===== src/rtl/smprd_pkg.sv =====
// Shared types and constants for the receive chunk deframer.
// No dependencies; imported by smprd_ctrl, smprd_dpath and the top level.
`timescale 1ns / 1ps

package smprd_pkg;

    // Result status codes
    localparam logic [2:0] ST_OK     = 3'd0;
    localparam logic [2:0] ST_PARITY = 3'd1;
    localparam logic [2:0] ST_HDRBAD = 3'd2;
    localparam logic [2:0] ST_LONG   = 3'd3;
    localparam logic [2:0] ST_SHORT  = 3'd4;

    localparam int STORE_DEPTH = 16;
    localparam int STORE_AW    = 4;
    localparam int WC_W        = 5;
    localparam int LEN_W       = 11;
    localparam int FLS_W       = 12;
    localparam int FOOT_POS_W  = 7;

    localparam logic [LEN_W-1:0] MAX_FRAME_RST = 11'd1536;

    // Footer bit positions
    localparam int FT_HB  = 30;
    localparam int FT_DV  = 21;
    localparam int FT_SV  = 20;
    localparam int FT_SWO = 16;
    localparam int FT_EV  = 14;
    localparam int FT_EBO = 8;

    typedef struct packed {
        logic wr_word;
        logic take_footer;
        logic load_plan;
        logic load_ptr;
        logic emit;
        logic emit_err;
        logic err_long;
        logic next_seg;
    } smprd_cmd_t;

    typedef struct packed {
        logic chk_err;
        logic no_data;
        logic too_long;
        logic last_byte;
        logic more_seg;
        logic out_free;
    } smprd_stat_t;

endpackage


===== src/rtl/smprd_dpath.sv =====
// Datapath of the receive chunk deframer: chunk store, footer decode,
// segment pointers, frame length tracking and the output register.
// Depends on smprd_pkg.
`timescale 1ns / 1ps

module smprd_dpath
    import smprd_pkg::*;
#(
    parameter int CHUNK_BYTES = 64
)
(
    input  logic              clk,
    input  logic              rst_n,
    input  logic [31:0]       chunk_word,
    input  logic              cfg_wr_en,
    input  logic [LEN_W-1:0]  cfg_wr_data,
    input  smprd_cmd_t        cmd,
    output smprd_stat_t       stat,
    output logic              out_valid,
    input  logic              out_stall,
    output logic [7:0]        data_byte,
    output logic              frame_end,
    output logic [2:0]        status,
    output logic              run_last
);

    localparam int CHUNK_WORDS = CHUNK_BYTES / 4;
    localparam int POS_W       = $clog2(CHUNK_BYTES + 1);

    localparam logic [WC_W-1:0]       CW_CNT    = WC_W'(CHUNK_WORDS);
    localparam logic [POS_W-1:0]      CHUNK_POS = POS_W'(CHUNK_BYTES);
    localparam logic [FOOT_POS_W-1:0] CHUNK_P7  = FOOT_POS_W'(CHUNK_BYTES);

    logic [31:0]        store_mem [STORE_DEPTH];
    logic [31:0]        rd_data_reg;
    logic [WC_W-1:0]    wc_reg;
    logic [31:0]        footer_reg;
    logic               full_reg;
    logic               in_frame_reg;
    logic [LEN_W-1:0]   fl_reg;
    logic [LEN_W-1:0]   max_reg;
    logic [2:0]         err_code_reg;
    logic [POS_W-1:0]   lo_reg;
    logic [POS_W-1:0]   hi_reg;
    logic               close_reg;
    logic               seg2_reg;
    logic [POS_W-1:0]   sbo_reg;
    logic [POS_W-1:0]   ptr_reg;
    logic [POS_W-1:0]   ptr_next;
    logic               out_valid_reg;
    logic [7:0]         data_reg;
    logic               end_reg;
    logic [2:0]         status_reg;
    logic               last_reg;

    logic [2:0]            chk_code;
    logic [FOOT_POS_W-1:0] swo_p7;
    logic [FOOT_POS_W-1:0] sbo_p7;
    logic [FOOT_POS_W-1:0] ebo_p7;
    logic [FOOT_POS_W-1:0] eend_p7;
    logic                  sv;
    logic                  ev;
    logic                  two;
    logic [POS_W-1:0]      plan_lo;
    logic [POS_W-1:0]      plan_hi;
    logic                  plan_close;
    logic                  plan_seg2;
    logic [POS_W-1:0]      seg_len;
    logic [FLS_W-1:0]      fl_sum;
    logic [POS_W-1:0]      ptr_inc;
    logic                  last_byte;
    logic [7:0]            cur_byte;
    logic                  out_free;

    // Footer checks, in priority order
    always_comb
    begin
        if (!full_reg)
            chk_code = ST_SHORT;
        else if (!(^footer_reg))
            chk_code = ST_PARITY;
        else if (footer_reg[FT_HB])
            chk_code = ST_HDRBAD;
        else
            chk_code = ST_OK;
    end

    // Segment plan from the footer fields
    always_comb
    begin
        swo_p7  = {1'b0, footer_reg[FT_SWO +: 4], 2'b00};
        sv      = footer_reg[FT_SV] && (swo_p7 < CHUNK_P7);
        ev      = footer_reg[FT_EV];
        sbo_p7  = sv ? swo_p7 : '0;
        ebo_p7  = {1'b0, footer_reg[FT_EBO +: 6]} + FOOT_POS_W'(1);
        if (!ev || ebo_p7 > CHUNK_P7)
            eend_p7 = CHUNK_P7;
        else
            eend_p7 = ebo_p7;
        two = sv && ev && (eend_p7 <= sbo_p7);

        plan_seg2 = 1'b0;
        if (two && in_frame_reg)
        begin
            plan_lo    = '0;
            plan_hi    = eend_p7[POS_W-1:0];
            plan_close = 1'b1;
            plan_seg2  = 1'b1;
        end
        else if (two)
        begin
            plan_lo    = sbo_p7[POS_W-1:0];
            plan_hi    = CHUNK_POS;
            plan_close = 1'b0;
        end
        else
        begin
            plan_lo    = sbo_p7[POS_W-1:0];
            plan_hi    = eend_p7[POS_W-1:0];
            plan_close = ev;
        end
    end

    assign seg_len   = hi_reg - lo_reg;
    assign fl_sum    = FLS_W'(fl_reg) + FLS_W'(seg_len);
    assign ptr_inc   = ptr_reg + POS_W'(1);
    assign last_byte = (ptr_inc == hi_reg);
    assign out_free  = !out_valid_reg || !out_stall;

    always_comb
    begin
        if (cmd.load_ptr)
            ptr_next = lo_reg;
        else if (cmd.emit)
            ptr_next = ptr_inc;
        else
            ptr_next = ptr_reg;
    end

    always_comb
    begin
        case (ptr_reg[1:0])
            2'd0:    cur_byte = rd_data_reg[31:24];
            2'd1:    cur_byte = rd_data_reg[23:16];
            2'd2:    cur_byte = rd_data_reg[15:8];
            default: cur_byte = rd_data_reg[7:0];
        endcase
    end

    always_comb
    begin
        stat.chk_err   = (chk_code != ST_OK);
        stat.no_data   = !footer_reg[FT_DV] || (!in_frame_reg && !sv);
        stat.too_long  = (fl_sum > FLS_W'(max_reg));
        stat.last_byte = last_byte;
        stat.more_seg  = seg2_reg;
        stat.out_free  = out_free;
    end

    // Chunk store: one write port, registered read that follows the pointer
    always_ff @(posedge clk)
    begin
        if (cmd.wr_word && wc_reg < CW_CNT)
            store_mem[wc_reg[STORE_AW-1:0]] <= chunk_word;
        rd_data_reg <= store_mem[ptr_next[STORE_AW+1:2]];
    end

    always_ff @(posedge clk)
    begin
        if (cmd.take_footer)
            footer_reg <= chunk_word;
        if (cmd.load_plan)
        begin
            err_code_reg <= chk_code;
            lo_reg       <= plan_lo;
            hi_reg       <= plan_hi;
            close_reg    <= plan_close;
            seg2_reg     <= plan_seg2;
            sbo_reg      <= sbo_p7[POS_W-1:0];
        end
        else if (cmd.next_seg)
        begin
            lo_reg    <= sbo_reg;
            hi_reg    <= CHUNK_POS;
            close_reg <= 1'b0;
            seg2_reg  <= 1'b0;
        end
        ptr_reg <= ptr_next;
        if (cmd.emit)
        begin
            data_reg   <= cur_byte;
            end_reg    <= last_byte && close_reg;
            status_reg <= ST_OK;
            last_reg   <= last_byte && !seg2_reg;
        end
        else if (cmd.emit_err)
        begin
            data_reg   <= '0;
            end_reg    <= 1'b0;
            status_reg <= cmd.err_long ? ST_LONG : err_code_reg;
            last_reg   <= 1'b1;
        end
    end

    always_ff @(posedge clk or negedge rst_n)
    begin
        if (!rst_n)
        begin
            wc_reg        <= '0;
            full_reg      <= 1'b0;
            in_frame_reg  <= 1'b0;
            fl_reg        <= '0;
            max_reg       <= MAX_FRAME_RST;
            out_valid_reg <= 1'b0;
        end
        else
        begin
            if (cfg_wr_en)
                max_reg <= cfg_wr_data;
            // count words, drop those beyond the chunk
            if (cmd.wr_word && wc_reg < CW_CNT)
                wc_reg <= wc_reg + WC_W'(1);
            else if (cmd.take_footer)
            begin
                full_reg <= (wc_reg == CW_CNT);
                wc_reg   <= '0;
            end
            if (cmd.emit_err)
            begin
                in_frame_reg <= 1'b0;
                fl_reg       <= '0;
            end
            else if (cmd.emit && last_byte)
            begin
                if (close_reg)
                begin
                    in_frame_reg <= 1'b0;
                    fl_reg       <= '0;
                end
                else
                begin
                    in_frame_reg <= 1'b1;
                    fl_reg       <= fl_sum[LEN_W-1:0];
                end
            end
            if (cmd.emit || cmd.emit_err)
                out_valid_reg <= 1'b1;
            else if (!out_stall)
                out_valid_reg <= 1'b0;
        end
    end

    assign out_valid = out_valid_reg;
    assign data_byte = data_reg;
    assign frame_end = end_reg;
    assign status    = status_reg;
    assign run_last  = last_reg;

    a_hunt_len_zero: assert property (@(posedge clk) disable iff (!rst_n)
        !in_frame_reg |-> fl_reg == '0)
        else $error("frame length nonzero while hunting");

    a_wc_bound: assert property (@(posedge clk) disable iff (!rst_n)
        wc_reg <= CW_CNT)
        else $error("word count past chunk size");

    a_emit_in_seg: assert property (@(posedge clk) disable iff (!rst_n)
        cmd.emit |-> ptr_reg < hi_reg)
        else $error("byte pointer past segment end");

    a_err_word: assert property (@(posedge clk) disable iff (!rst_n)
        out_valid_reg && status_reg != ST_OK |-> data_reg == '0 && !end_reg && last_reg)
        else $error("error result carries data or misses run end");

endmodule


===== src/rtl/smprd_ctrl.sv =====
// Controller of the receive chunk deframer: sequences footer check,
// length check, byte emission and error results.
// Depends on smprd_pkg.
`timescale 1ns / 1ps

module smprd_ctrl
    import smprd_pkg::*;
(
    input  logic        clk,
    input  logic        rst_n,
    input  logic        in_valid,
    input  logic        is_footer,
    output logic        in_stall,
    input  smprd_stat_t stat,
    output smprd_cmd_t  cmd
);

    localparam logic [2:0] S_IDLE   = 3'd0;
    localparam logic [2:0] S_CHECK  = 3'd1;
    localparam logic [2:0] S_SEGCHK = 3'd2;
    localparam logic [2:0] S_EMIT   = 3'd3;
    localparam logic [2:0] S_ERR    = 3'd4;

    logic [2:0] state_reg;
    logic [2:0] state_next;

    assign in_stall = (state_reg != S_IDLE);

    always_comb
    begin
        cmd        = '0;
        state_next = state_reg;
        case (state_reg)
            S_IDLE:
            begin
                if (in_valid && !is_footer)
                    cmd.wr_word = 1'b1;
                if (in_valid && is_footer)
                begin
                    cmd.take_footer = 1'b1;
                    state_next      = S_CHECK;
                end
            end
            S_CHECK:
            begin
                cmd.load_plan = 1'b1;
                if (stat.chk_err)
                    state_next = S_ERR;
                else if (stat.no_data)
                    state_next = S_IDLE;
                else
                    state_next = S_SEGCHK;
            end
            S_ERR:
            begin
                if (stat.out_free)
                begin
                    cmd.emit_err = 1'b1;
                    state_next   = S_IDLE;
                end
            end
            S_SEGCHK:
            begin
                if (stat.too_long)
                begin
                    if (stat.out_free)
                    begin
                        cmd.emit_err = 1'b1;
                        cmd.err_long = 1'b1;
                        state_next   = S_IDLE;
                    end
                end
                else
                begin
                    cmd.load_ptr = 1'b1;
                    state_next   = S_EMIT;
                end
            end
            S_EMIT:
            begin
                if (stat.out_free)
                begin
                    cmd.emit = 1'b1;
                    if (stat.last_byte)
                    begin
                        if (stat.more_seg)
                        begin
                            cmd.next_seg = 1'b1;
                            state_next   = S_SEGCHK;
                        end
                        else
                            state_next = S_IDLE;
                    end
                end
            end
            default:
                state_next = S_IDLE;
        endcase
    end

    always_ff @(posedge clk or negedge rst_n)
    begin
        if (!rst_n)
            state_reg <= S_IDLE;
        else
            state_reg <= state_next;
    end

    a_load_free: assert property (@(posedge clk) disable iff (!rst_n)
        cmd.emit || cmd.emit_err |-> stat.out_free)
        else $error("output register overwritten while held");

    a_footer_check: assert property (@(posedge clk) disable iff (!rst_n)
        cmd.take_footer |=> state_reg == S_CHECK && in_stall)
        else $error("footer not followed by check");

endmodule


===== src/rtl/spi_mac_phy_rx_chunk_deframer_core.sv =====
// Receive chunk deframer top level: controller plus datapath.
// Depends on smprd_pkg, smprd_ctrl and smprd_dpath.
`timescale 1ns / 1ps

// Flow: payload words are taken back to back while idle. A footer is
//   checked in the check state, then frame bytes leave one per cycle from the
//   chunk store read port while the output is not stalled; a chunk holding
//   two frames passes the segment check once more between its frames. The
//   single byte-wide output register sets the throughput.
// Reset: control state clears, max_frame_bytes returns to 1536, hunting.
//   The chunk store is not cleared; only entries of the current chunk are read.
module spi_mac_phy_rx_chunk_deframer_core
    import smprd_pkg::*;
#(
    parameter int CHUNK_BYTES = 64
)
(
    input  logic              clk,
    input  logic              rst_n,
    // configuration
    input  logic              cfg_wr_en,
    input  logic [LEN_W-1:0]  cfg_wr_data,
    // input words
    input  logic              in_valid,
    output logic              in_stall,
    input  logic [31:0]       chunk_word,
    input  logic              is_footer,
    // result words
    output logic              out_valid,
    input  logic              out_stall,
    output logic [7:0]        data_byte,
    output logic              frame_end,
    output logic [2:0]        status,
    output logic              run_last
);

    smprd_cmd_t  cmd;
    smprd_stat_t stat;

    // Controller: hold the input stalled from footer acceptance until the
    // last result of that footer has been loaded into the output register.
    smprd_ctrl u_ctrl (
        .clk       (clk),
        .rst_n     (rst_n),
        .in_valid  (in_valid),
        .is_footer (is_footer),
        .in_stall  (in_stall),
        .stat      (stat),
        .cmd       (cmd)
    );

    // Datapath: store payload words, decode the footer, walk the chosen
    // byte range and drive the output word. Payload words beyond the
    // chunk size are dropped here.
    smprd_dpath #(
        .CHUNK_BYTES (CHUNK_BYTES)
    ) u_dpath (
        .clk         (clk),
        .rst_n       (rst_n),
        .chunk_word  (chunk_word),
        .cfg_wr_en   (cfg_wr_en),
        .cfg_wr_data (cfg_wr_data),
        .cmd         (cmd),
        .stat        (stat),
        .out_valid   (out_valid),
        .out_stall   (out_stall),
        .data_byte   (data_byte),
        .frame_end   (frame_end),
        .status      (status),
        .run_last    (run_last)
    );

endmodule

===== config.mk =====
export PLATFORM = sky130hd
export DESIGN_NAME = spi_mac_phy_rx_chunk_deframer_core
export DESIGN_NICKNAME = d
export VERILOG_FILES = /design/src/rtl/smprd_pkg.sv /design/src/rtl/smprd_dpath.sv /design/src/rtl/smprd_ctrl.sv /design/src/rtl/spi_mac_phy_rx_chunk_deframer_core.sv
export SDC_FILE = /design/constraint.sdc
export NUM_CORES = 1
export LEC_CHECK = 0
export BUFFER_PORTS_ARGS = -buffer_cell sky130_fd_sc_hd__buf_2
export CORE_MARGIN = 3
export CORE_UTILIZATION = 60
export DETAILED_ROUTE_END_ITERATION = 16
export GPL_TIMING_DRIVEN = 0
export PLACE_DENSITY = 0.89
export SYNTH_ARGS = -nofsm -noshare
export SYNTH_HDL_FRONTEND = slang
export SYNTH_SLANG_ARGS = --single-unit

===== constraint.sdc =====
create_clock -name clk -period 15.35 [get_ports clk]
set_input_delay 3.07 -clock clk [delete_from_list [all_inputs] [get_ports clk]]
set_output_delay 3.07 -clock clk [all_outputs]
set_load 0.02 [all_outputs]

==> flow_metrics.env <==
export IMPL_status="finished, final reports clean"
export IMPL_endpoint_kind="flip-flop"
export IMPL_clk_pin_slew_ps=70
export IMPL_synthAdderAreaFrac_pct=2.04
export IMPL_cts_sinks=649
export IMPL_htreeDepth=2
export IMPL_required_ps=15820
export IMPL_antenna_found_initial=3
export IMPL_hold_buffers=0
export IMPL_overflow=0
export IMPL_cts_tree="yes"
export IMPL_synth_flop_cell="edfxtp_1"
export IMPL_avgRoutedWirePerCell_um=28.5
export IMPL_io_buffers=63
export IMPL_slowest_stage="clkbuf_1"
export IMPL_critPathLaunchType="flip-flop"
export IMPL_cts_resized=0
export IMPL_synth_top_family_by_area="compound AO/OA/AOI/OAI gates"
export IMPL_critPathTopFamily="compound AO/OA/AOI/OAI gates"
export IMPL_drive_gt1_share_pct=11.6
export IMPL_reg2reg_depth=21
export IMPL_p_switching_mw=1.33
export IMPL_ir_worst_vdd_v=0.0000978
export IMPL_area_growth_pct=13.3
export IMPL_p_leak_nw=10.9
export IMPL_fin_crit_ps=6570
export IMPL_critPathMaxStageDelay_ps=700
export IMPL_track_usage_pct=30.6
export IMPL_drt_iter0_markers=2709
export IMPL_rsz0062_at_grt="false"
export IMPL_cp_endpoint="u_dpath.rd_data_reg[8]$_DFF_P_"
export IMPL_seqPwrFrac_pct=46.9
export IMPL_slew_viol_final=0
export IMPL_drt_pre_antenna_iters=12
export IMPL_synth_cell_type_count=51
export IMPL_post_cts_buffers=0
export IMPL_place_congestion=0.958
export IMPL_timing_fmax_mhz=152
export IMPL_synthesis_nets=1799
export IMPL_grt_pass1_vias=17000
export IMPL_initial_core_util_pct=61.1
export IMPL_synthesis_area_um2=25800
export IMPL_p_comb_share_pct=20.5
export IMPL_hp_class="flip-flop to flip-flop"
export IMPL_core_um2=42200
export IMPL_ys_seq_elements=649
export IMPL_synth_edf_count=577
export IMPL_worst_pin_slew_ps=1120
export IMPL_crit_start="u_dpath.hi_reg[2]$_SDFFCE_PN0P_"
export IMPL_path_max_fanout=10
export IMPL_r2r_start="u_dpath.hi_reg[2]$_SDFFCE_PN0P_"
export IMPL_crit_arrival_ps=7040
export IMPL_io_pin_count=64
export IMPL_grt_first_pass_wirelength_mm=103
export IMPL_finalHoldViolCount=0
export IMPL_r2r_setup_slack_ps=8780
export IMPL_finalSetupTns_ps=0
export IMPL_yosys_warnings=0
export IMPL_swShare_pct=29.9
export IMPL_rows=75
export IMPL_ant_nets=0
export IMPL_die_w_um=213
export IMPL_grt_max_degree=37
export IMPL_die_area_um2=45600
export IMPL_layout_nets=1947
export IMPL_drt_total_wl_mm=69.7
export IMPL_relSlewSlack_pct=25.1
export IMPL_drcViolationCount=0
export IMPL_power_density_nw_per_um2=151
export IMPL_async_flop_share_pct=5.08
export IMPL_fin_crit_sh_pct=42.8
export IMPL_largest_register_ffs=512
export IMPL_p_int_mw=3.11
export IMPL_synthMuxAreaShare_pct=5.01
export IMPL_rr_endpoint="u_dpath.rd_data_reg[8]$_DFF_P_"
export IMPL_synthSimpleGateAreaFrac_pct=5.97
export IMPL_synth_avg_cell_area_um2=15.1
export IMPL_synthXorXnorAreaFrac_pct=1.90
export IMPL_clkPwrFrac_pct=32.5
export IMPL_ys_seq_area_share_pct=73.3
export IMPL_die_y_um=213
export IMPL_cts_buffers_inserted=59
export IMPL_setup_viol=0
export IMPL_path_depth=21
export IMPL_netlist_instances=1709
export IMPL_worstSetupPathType="flip-flop to flip-flop"
export IMPL_max_cap_violations=0
export IMPL_crit_chain="inv_1, ha_1, inv_1, fa_1, xor2_1, ha_1, a21oi_1, o21ai_1, o31ai_1, nor2_1, xor2_1, ha_1, a211o_1, o31ai_1, a21oi_1, a221oi_1, inv_1, nand2_1, clkbuf_1, a221oi_1, or4_1"
export IMPL_cts_max_path_buffers=3
export IMPL_vias=17000
export IMPL_finClkSkew_ps=45.0
export IMPL_cp_num_buf_inv=4
export IMPL_final_util_pct=69.3
export IMPL_clk_latency_ps=640
export IMPL_synth_compound_area_share_pct=9.58
export IMPL_cts_root_buf="clkbuf_16"
export IMPL_routed_via_density=6.93
export IMPL_hpwl_mm=44.9
## metrics by stage
step	setup slack (ps)	hold slack (ps)	total power, mW	instances	cell area (um^2)
2_1_floorplan	8810	473	2.62	1709	25800
6_report	8780	466	4.43	2446	29300
4_1_cts	8900	470	4.39	2445	29300
5_1_grt	8400	495	4.54	2446	29300
3_5_place_dp	8880	462	2.97	2335	27400
3_3_place_gp	6340	442	2.91	2311	26800
## placed cells by master, fill, tap and decap left out, drive strengths merged, types with 32 or more instances in the layout
cell	synthesis	final
dfxtp	39	39
nor2	56	56
or4	32	32
nand2	183	183
buf	42	129
a221oi	130	130
ha	39	39
inv	37	38
a21oi	156	156
xnor2	39	39
edfxtp	577	577
mux2i	128	128
clkbuf	55	139
## tightest hold or removal path, delay by kind of cell (launching register included)
kind,cells,cell delay (ps)
DFF,1,310
AOI/OAI and AO/OA,1,60
and+or+nand+nor,1,50
## Yosys cell counts, types with 3 or more instances
library cell / number / area, um^2
and3_1: 5 / 31.3
a222oi_1: 8 / 80.1
mux2i_1: 128 / 1280
a221oi_1: 129 / 1130
o211ai_1: 3 / 22.5
a22o_1: 11 / 96.3
buf_6: 3 / 33.8
dfxtp_1: 39 / 781
or4_1: 32 / 240
nand2_1: 182 / 683
dfrtp_1: 31 / 776
edfxtp_1: 577 / 17300
nor3_1: 15 / 75.1
inv_1: 36 / 135
buf_1: 13 / 48.8
ha_1: 39 / 488
a21oi_1: 156 / 781
xnor2_1: 39 / 342
a211oi_1: 4 / 30.0
nor2_1: 56 / 210
clkbuf_1: 55 / 206
o31ai_1: 7 / 52.6
o21ai_0: 20 / 100
xor2_1: 17 / 149
buf_2: 26 / 130
a21o_1: 11 / 82.6
nor2b_1: 4 / 25.0
or3_1: 3 / 18.8
nand3_1: 12 / 60.1
nand4_1: 6 / 37.5
and2_1: 8 / 50.1
nand2b_1: 8 / 50.1
## kinds of logic after synthesis
group	count (synthesis)
flops	649
compound gates	361
simple gates	339
buf+inv	134
mux	129
xor+xnor	56
fa+ha+maj	41
## layer usage
layer	vias up	wire, um	global-route usage, %
met1	8207	23200	38.2
met3	309	9170	7.58
met5	-	21	0
li1	6924	-	-
met2	1514	33400	50.3
met4	4	3970	16.1
## layout make-up
type                            count  area [um^2]
Antenna cell                        1         2.50
Buffer                             97          419
Sequential cell                   649        18900
Multi-Input combinational cell    926         6440
Inverter                           37          139
Tap cell                          539          674
Clock inverter                     26          238
Clock buffer                       84         1640
Fill cell                        2471        13000
Timing Repair Buffer               87          769
## worst min path at each step
| stage | end | slack (ps) | startpoint | cells past startpoint |
|---|---|---|---|---|
| floorplan | u_dpath.fl_reg[10]$_DFFE_PN0P_ | 470 | u_dpath.fl_reg[10]$_DFFE_PN0P_ | 1 |
| global placement | u_dpath.status[2]$_SDFFE_PP0N_ | 440 | u_dpath.status[2]$_SDFFE_PP0N_ | 2 |
| detailed placement | u_dpath.status[2]$_SDFFE_PP0N_ | 460 | u_dpath.status[2]$_SDFFE_PP0N_ | 2 |
| CTS | u_dpath.status[2]$_SDFFE_PP0N_ | 470 | u_dpath.status[2]$_SDFFE_PP0N_ | 2 |
| global route | u_dpath.status[2]$_SDFFE_PP0N_ | 500 | u_dpath.status[2]$_SDFFE_PP0N_ | 2 |
| finish | u_dpath.status[2]$_SDFFE_PP0N_ | 470 | u_dpath.status[2]$_SDFFE_PP0N_ | 2 |
## power by group through the flow
stage	Clock [mW]	Sequential, mW	Combinational (mW)
after global routing	1.51	2.08	0.944
after floorplan	0	2.10	0.526
final	1.44	2.08	0.909
after CTS	1.44	2.08	0.875
after detailed placement	0	2.11	0.857
after global placement	0	2.11	0.796
Power figures use the tool's default switching activity.
